--- src/design/word_frequency_counter_defines.svh ---
// Assertion macros shared by the word frequency counter modules.
`ifndef WORD_FREQUENCY_COUNTER_DEFINES_SVH
`define WORD_FREQUENCY_COUNTER_DEFINES_SVH

// Implication checked on every rising clock edge outside reset.
`define WFC_ASSERT_IMP(label, ante, cons) \
  label: assert property (@(posedge clk) disable iff (rst) (ante) |-> (cons)) \
    else $error("wfc check failed");

// Next-cycle implication checked outside reset.
`define WFC_ASSERT_NEXT(label, ante, cons) \
  label: assert property (@(posedge clk) disable iff (rst) (ante) |=> (cons)) \
    else $error("wfc check failed");

`endif

--- src/design/wfc_pkg.sv ---
// Package with constants, types and helpers of the word frequency counter.
package wfc_pkg;
  localparam int MAX_WORD_CHARS = 19;
  localparam int TABLE_ENTRIES = 32;
  localparam int COUNT_BITS = 16;
  localparam int IDX_BITS = $clog2(TABLE_ENTRIES);
  localparam int USED_BITS = $clog2(TABLE_ENTRIES + 1);
  localparam int LEN_BITS = 5;
  localparam int WORD_BITS = 8 * MAX_WORD_CHARS;
  localparam logic [COUNT_BITS-1:0] COUNT_MAX = '1;

  localparam logic [7:0] CHAR_SPACE = 8'h20;
  localparam logic [7:0] CHAR_COMMA = 8'h2C;
  localparam logic [7:0] CHAR_PERIOD = 8'h2E;
  localparam logic [7:0] CHAR_NEWLINE = 8'h0A;
  localparam logic [7:0] CHAR_NUL = 8'h00;

  localparam logic ACTION_BYTE = 1'b0;
  localparam logic ACTION_END = 1'b1;

  // Commands from the controller to the datapath.
  typedef struct packed {
    logic add_char;      // append the input byte to the pending word
    logic search;        // register match results of the pending word
    logic commit;        // apply the registered lookup to the table
    logic load_out;      // load output register from entry list_idx
    logic load_empty;    // load the empty-table result
    logic clear;         // clear table, pending word and overflow flag
    logic [IDX_BITS-1:0] list_idx;
  } wfc_cmd_t;

  // Status from the datapath to the controller.
  typedef struct packed {
    logic pending_nonzero;
    logic [USED_BITS-1:0] entries_used;
  } wfc_status_t;

  function automatic logic is_word_end(input logic [7:0] c);
    return (c == CHAR_SPACE) || (c == CHAR_COMMA) || (c == CHAR_PERIOD) ||
           (c == CHAR_NEWLINE);
  endfunction
endpackage

--- src/design/wfc_control.sv ---
// Controller: sequences byte handling, word lookup and table listing.
module wfc_control (
  input  logic                  clk,
  input  logic                  rst,
  input  logic                  in_valid,
  output logic                  in_stall,
  input  logic                  action,
  input  logic [7:0]            text_byte,
  output logic                  out_valid,
  input  logic                  out_stall,
  output logic                  last,
  input  wfc_pkg::wfc_status_t  status,
  output wfc_pkg::wfc_cmd_t     cmd
);
  import wfc_pkg::*;

  typedef enum logic [2:0] {
    S_IDLE, S_SEARCH, S_COMMIT, S_LIST, S_SHOW
  } state_t;

  state_t state;
  logic is_end;
  logic [IDX_BITS-1:0] list_idx;
  logic accept;

  assign in_stall = (state != S_IDLE);
  assign accept = in_valid && !in_stall;

  // Commands decoded from the state.
  always_comb begin
    cmd = '0;
    cmd.list_idx = list_idx;
    unique case (state)
      S_IDLE: begin
        cmd.add_char = accept && (action == ACTION_BYTE) && (text_byte != CHAR_NUL) &&
                       !is_word_end(text_byte);
      end
      S_SEARCH: cmd.search = 1'b1;
      S_COMMIT: cmd.commit = 1'b1;
      S_LIST: begin
        cmd.load_out = (status.entries_used != '0);
        cmd.load_empty = (status.entries_used == '0);
      end
      S_SHOW: cmd.clear = !out_stall && last;
      default: cmd = '0;
    endcase
  end

  // State register and registered handshake outputs.
  always_ff @(posedge clk) begin
    if (rst) begin
      state <= S_IDLE;
      is_end <= 1'b0;
      list_idx <= '0;
      out_valid <= 1'b0;
      last <= 1'b0;
    end else begin
      unique case (state)
        S_IDLE: begin
          if (accept) begin
            is_end <= (action == ACTION_END);
            if (action == ACTION_END) state <= S_SEARCH;
            else if (is_word_end(text_byte) && status.pending_nonzero) state <= S_SEARCH;
          end
        end
        S_SEARCH: state <= S_COMMIT;
        S_COMMIT: begin
          list_idx <= '0;
          state <= is_end ? S_LIST : S_IDLE;
        end
        S_LIST: begin
          out_valid <= 1'b1;
          last <= (status.entries_used == '0) ||
                  (USED_BITS'(list_idx) + 1'b1 == status.entries_used);
          state <= S_SHOW;
        end
        S_SHOW: begin
          if (!out_stall) begin
            out_valid <= 1'b0;
            list_idx <= list_idx + 1'b1;
            state <= last ? S_IDLE : S_LIST;
          end
        end
        default: state <= S_IDLE;
      endcase
    end
  end

  `include "word_frequency_counter_defines.svh"
  `WFC_ASSERT_IMP(a_valid_show, out_valid, state == S_SHOW)
  `WFC_ASSERT_IMP(a_stall_busy, state != S_IDLE, in_stall)
  `WFC_ASSERT_NEXT(a_list_next, state == S_LIST, out_valid)
endmodule

--- config.mk ---
export PLATFORM = sky130hd
export DESIGN_NAME = wfc_control
export DESIGN_NICKNAME = d
export VERILOG_FILES = /design/src/design/wfc_pkg.sv /design/src/design/wfc_control.sv
export VERILOG_INCLUDE_DIRS = /design/src /design/src/design
export SDC_FILE = /design/constraint.sdc
export NUM_CORES = 1
export LEC_CHECK = 0
export BUFFER_PORTS_ARGS = -buffer_cell sky130_fd_sc_hd__buf_4
export CORE_MARGIN = 2
export CORE_UTILIZATION = 50
export DETAILED_ROUTE_END_ITERATION = 8
export PLACE_DENSITY = 0.83
export REMOVE_ABC_BUFFERS = 1
export SLEW_MARGIN = 5
export SYNTH_ARGS = -nofsm -noshare
export SYNTH_HDL_FRONTEND = slang
export SYNTH_SLANG_ARGS = --single-unit
--- constraint.sdc ---
create_clock -name clk -period 4.4 [get_ports clk]
set_input_delay 0.22 -clock clk [delete_from_list [all_inputs] [get_ports clk]]
set_output_delay 0.22 -clock clk [all_outputs]
set_load 0.01 [all_outputs]
Yosys cells after proc, flatten, opt, wreduce, memory -nomap -nowiden

Index checks and enable logic that the tools add are counted.
Widths: inputs -> output; s select.

Register bits after elaboration: 11
Output and inout port bits: 14
Input bits: 20

Add/sub/neg operators: 2
Reductions and logical operators: 25
Mux-type cells: 17
Equality and inequality tests: 12
Bitwise logic cells: 1

Operators by type and width:

| operator            | number |
|---|---|
| $eq 8x6->1 const B  | 3 |
| $pmux 3 s5          | 1 |
| $mux 3              | 4 |
| $mux 5              | 2 |
| $pmux 5 s2          | 1 |
| $eq 8x4->1 const B  | 1 |
| $reduce_bool 8->1   | 1 |
| $add 5x1->6 const B | 1 |
| $eq 3x2->1 const B  | 2 |
| $eq 6x6->1          | 1 |
| $logic_and 1x1->1   | 6 |
| $logic_not 6->1     | 1 |
| $mux 2              | 3 |
| $reduce_and 2->1    | 3 |
| $reduce_bool 6->1   | 1 |
| $add 5x1->5 const B | 1 |
| $mux 1              | 5 |
| $reduce_or 5->1     | 1 |
| $logic_or 1x1->1    | 4 |
| $ne 2x2->1 const B  | 2 |
| $reduce_bool 2->1   | 2 |
| $eq 3x1->1 const B  | 1 |
| $eq 3x3->1 const B  | 1 |
| $logic_not 1->1     | 3 |
| 6 further kinds     | 6 |

Logic depth before layout (Yosys ltp)

Depth in word-level cells: 9
Depth in mapped cells: 6
Depth with buffers taken out: 5

Worst setup path before layout

Ideal clock, no wire load.

Kind: register -> register
From: register state[0]
To: register list_idx[3]
Required time: 4.329 ns
Arrival: 1.487 ns
Buffers on the path: 2
Clock period less this slack: 1.558 ns
Path slack: 2.842 ns
Library setup time: 0.071 ns
Stages on the path, launching flop included: 6
Cells stage by stage: dfxtp_1 -> buf_6 -> or4b_1 -> buf_2 -> or3_1 -> a21oi_1

Word-level cells in the longest chain between the ends: 3

RTL lines:

| element                                                          | line              | source |
|---|---|---|
| from (decl)                                                      | wfc_control.sv:21 | `state_t state;` |
| from (signal assigned)                                           | wfc_control.sv:69 | `state <= is_end ? S_LIST : S_IDLE;` |
| from (signal assigned)                                           | wfc_control.sv:81 | `state <= last ? S_IDLE : S_LIST;` |
| $eq 3x3->1 or $eq 3x2->1 (tied branches)                         | wfc_control.sv:58 | `unique case (state)` |
| $ne 2x2->1 (no source line) or $reduce_bool 2->1 (tied branches) | -                 |  |
| $reduce_and 2->1 (no source line)                                | -                 |  |
| to (signal assigned)                                             | wfc_control.sv:80 | `list_idx <= list_idx + 1'b1;` |
| to (decl)                                                        | wfc_control.sv:23 | `logic [IDX_BITS-1:0] list_idx;` |

Parallel ways exist; a longest one is shown, timed or not.
A chain may end at the register's enable or synchronous reset.

==> impl_metrics.toml <==
[sta]
setup_viol = 0
slew_violations = 0
hold_viol = 0
worstMarginPinSlew_ns = 0.4256
hold_slack_ns = 0.1901
tns_ns = 0
relSlewSlack_pct = 70.89
setup_ws_ns = 2.442
rsz0062_at_grt = "no"
post-route-period-util_pct = 44.51
clock.fmax_ghz = 0.5106
period_needed_ns = 1.958
skew_ns = 0.01076

[floorplanning]
row_count = 14
dieArea_sq_um = 1998
core_area_sq_um = 1524
start_util_pct = 54.35
die_width_um = 44.70
ioPinCount = 34
die_y_um = 44.70

[cells_and_area]
antenna_cells = 0
nets = 165
nFillCells = 135
fin_area_sq_um = 1091
drive_gt1_share_pct = 25.87
final_cell_mix = "buf_4 (33), nor2_1 (12), dfxtp_1 (11), a21oi_1 (10), o21ai_0 (9)"
final_cells = 159
syn_to_final_growth_pct = 31.72
final_common_cell = "buf_4"
post-route-util_pct = 71.59

[placement]
gp_congestion = 0.8826
portBuffers = 33
dp_hpwl_mm = 1.636
dp.cells = 155
placed_area_sq_um = 1065
place_ws_ns = 2.641

[min_path]
whs_path_depth = 2
hold_class = "in2reg"

[drt]
wl_per_cell_um = 13.21
drt_iter0_drc = 18
drt-vias-per-instance = 5.667
first_pass_iters = 4
drc = 0
routed_wl_mm = 2.101
dr_total_vias = 901
antenna_left = 0

[setup_path]
slowest_stage = "or4b_1"
path_class = "reg2out"
path_max_fanout = 16
critPathBufInv = 1
reg2reg_depth = 4
critical_path.top_delay_family = "simple AND/OR/NAND/NOR gates"
required_ns = 4.18
worstSetupEndpointType = "output pin"
critPathMaxStageDelay_ns = 0.60
crit_chain = "or4b_1, nor2_1, buf_4"
cp_num_cells = 3
startpoint_type = "flop"
crit_arrival_ns = 1.74

[clocking]
tritoncts = "yes"
clkTransAtPathRegs_ns = 0.08
clkLatencyLatePin_ns = 0.28
clockBufferDepth = 2
cts_hold_buf = 0
cts_made_buffers = 3
cts-resized-gates = 0
cts.sinks = 11
cts_setup_buffers = 0
h-tree-depth = 1
root_buffer = "clkbuf_4"

[run_status]
status = "finished clean"

[yosys]
synth-seq-cells = 11
ys_warn_count = 0
yosysSeqAreaShare_pct = 26.59
syn_area_per_cell_sq_um = 7.395
syn_inst = 112
synth.area.top_cells = "dfxtp_1 (27%), a21oi_1 (6.0%), o21ai_0 (5.4%)"
async_reset_ff_share_pct = 0
synth_edf_count = 0
synth_top_area_cell = "dfxtp_1"
netlist_area_sq_um = 828.3
synth_cell_type_count = 37
yosysTopAreaCellShare_pct = 26.59
synth-main-ff-cell = "dfxtp_1"

[grt]
grt_usage_pct = 24.35
grt_pass1_vias = 805
grt.overflow.total = 0
grt_pass1_wl_mm = 3.588
grt_max_degree = 17
antenna_found_initial = 0

[power_and_ir_drop]
peakVddDrop_mv = 0.1811
p_total_uw = 243.3
p_leak_nw = 0.4610
p_per_area_nw_per_um2 = 223.0

[flow_run]
cap_viol_max_count = 0
==> sequential cells by signal, indices dropped and copies added (netlist names) <==
signal / cells
last: 1
list_idx: 5
out_valid: 1
state: 3
is_end: 1
==> cell type report <==
cell class                 instances  area (sq um)  area share, %
clock buffer                       4         26.28          2.408
sequential                        11         220.2          20.18
tap                               16         20.02          1.835
inverter                           7         26.28          2.408
timing repair buffer              33         247.7          22.71
multi-input combinational         88         550.5          50.46
==> cell usage after synthesis, drive strengths merged, types with 2 or more instances <==
| cell type | instances |
|---|---|
| mux2i | 2 |
| a211oi | 3 |
| or3 | 3 |
| dfxtp | 11 |
| clkbuf | 4 |
| nor3b | 3 |
| a211o | 2 |
| and2 | 6 |
| nor2b | 2 |
| inv | 7 |
| a31oi | 2 |
| xnor2 | 3 |
| nand2 | 2 |
| nand3b | 2 |
| and2b | 2 |
| nor2 | 12 |
| o21ai | 9 |
| buf | 2 |
| a21oi | 10 |
| nand3 | 7 |
| xor2 | 3 |
==> kinds of logic (layout without fill, tap and decap cells) <==
family	count (synthesis)	count (layout)	synth area share, %
mux	2	2	2.417
simple gates	46	46	31.27
xor+xnor	6	6	6.346
fa+ha+maj	1	1	1.510
buf+inv	13	44	6.948
flops	11	11	26.59
compound gates	33	33	24.93
==> power breakdown <==
part | internal [mW] | switching [mW] | leakage (nW)
clock | 0.0352 | 0.0372 | 0.0150
combinational | 0.0312 | 0.0292 | 0.357
sequential | 0.103 | 0.00724 | 0.0891
==> per-layer routing <==
layer / global-route usage, % / vias to the layer above / part of all wire [%]
met5: 0 / - / 0
li1: - / 462 / -
met2: 36.81 / 25 / 47
met3: 4.800 / 5 / 4.6
met4: 10.91 / 0 / 1.7
met1: 33.42 / 409 / 47
==> path summary, 6_finish.rpt <==
check,startpoint,slack (ns),to
worst min-delay path,rst,0.19,list_idx[4]$_SDFFE_PP0P_
worst max-delay path,state[2]$_SDFFE_PP0P_,2.44,cmd[5]
worst min register to register,out_valid$_SDFFE_PP0P_,0.48,out_valid$_SDFFE_PP0P_
worst max register to register,state[2]$_SDFFE_PP0P_,2.61,list_idx[3]$_SDFFE_PP0P_
No activity file was read; power rests on OpenSTA's default activity.
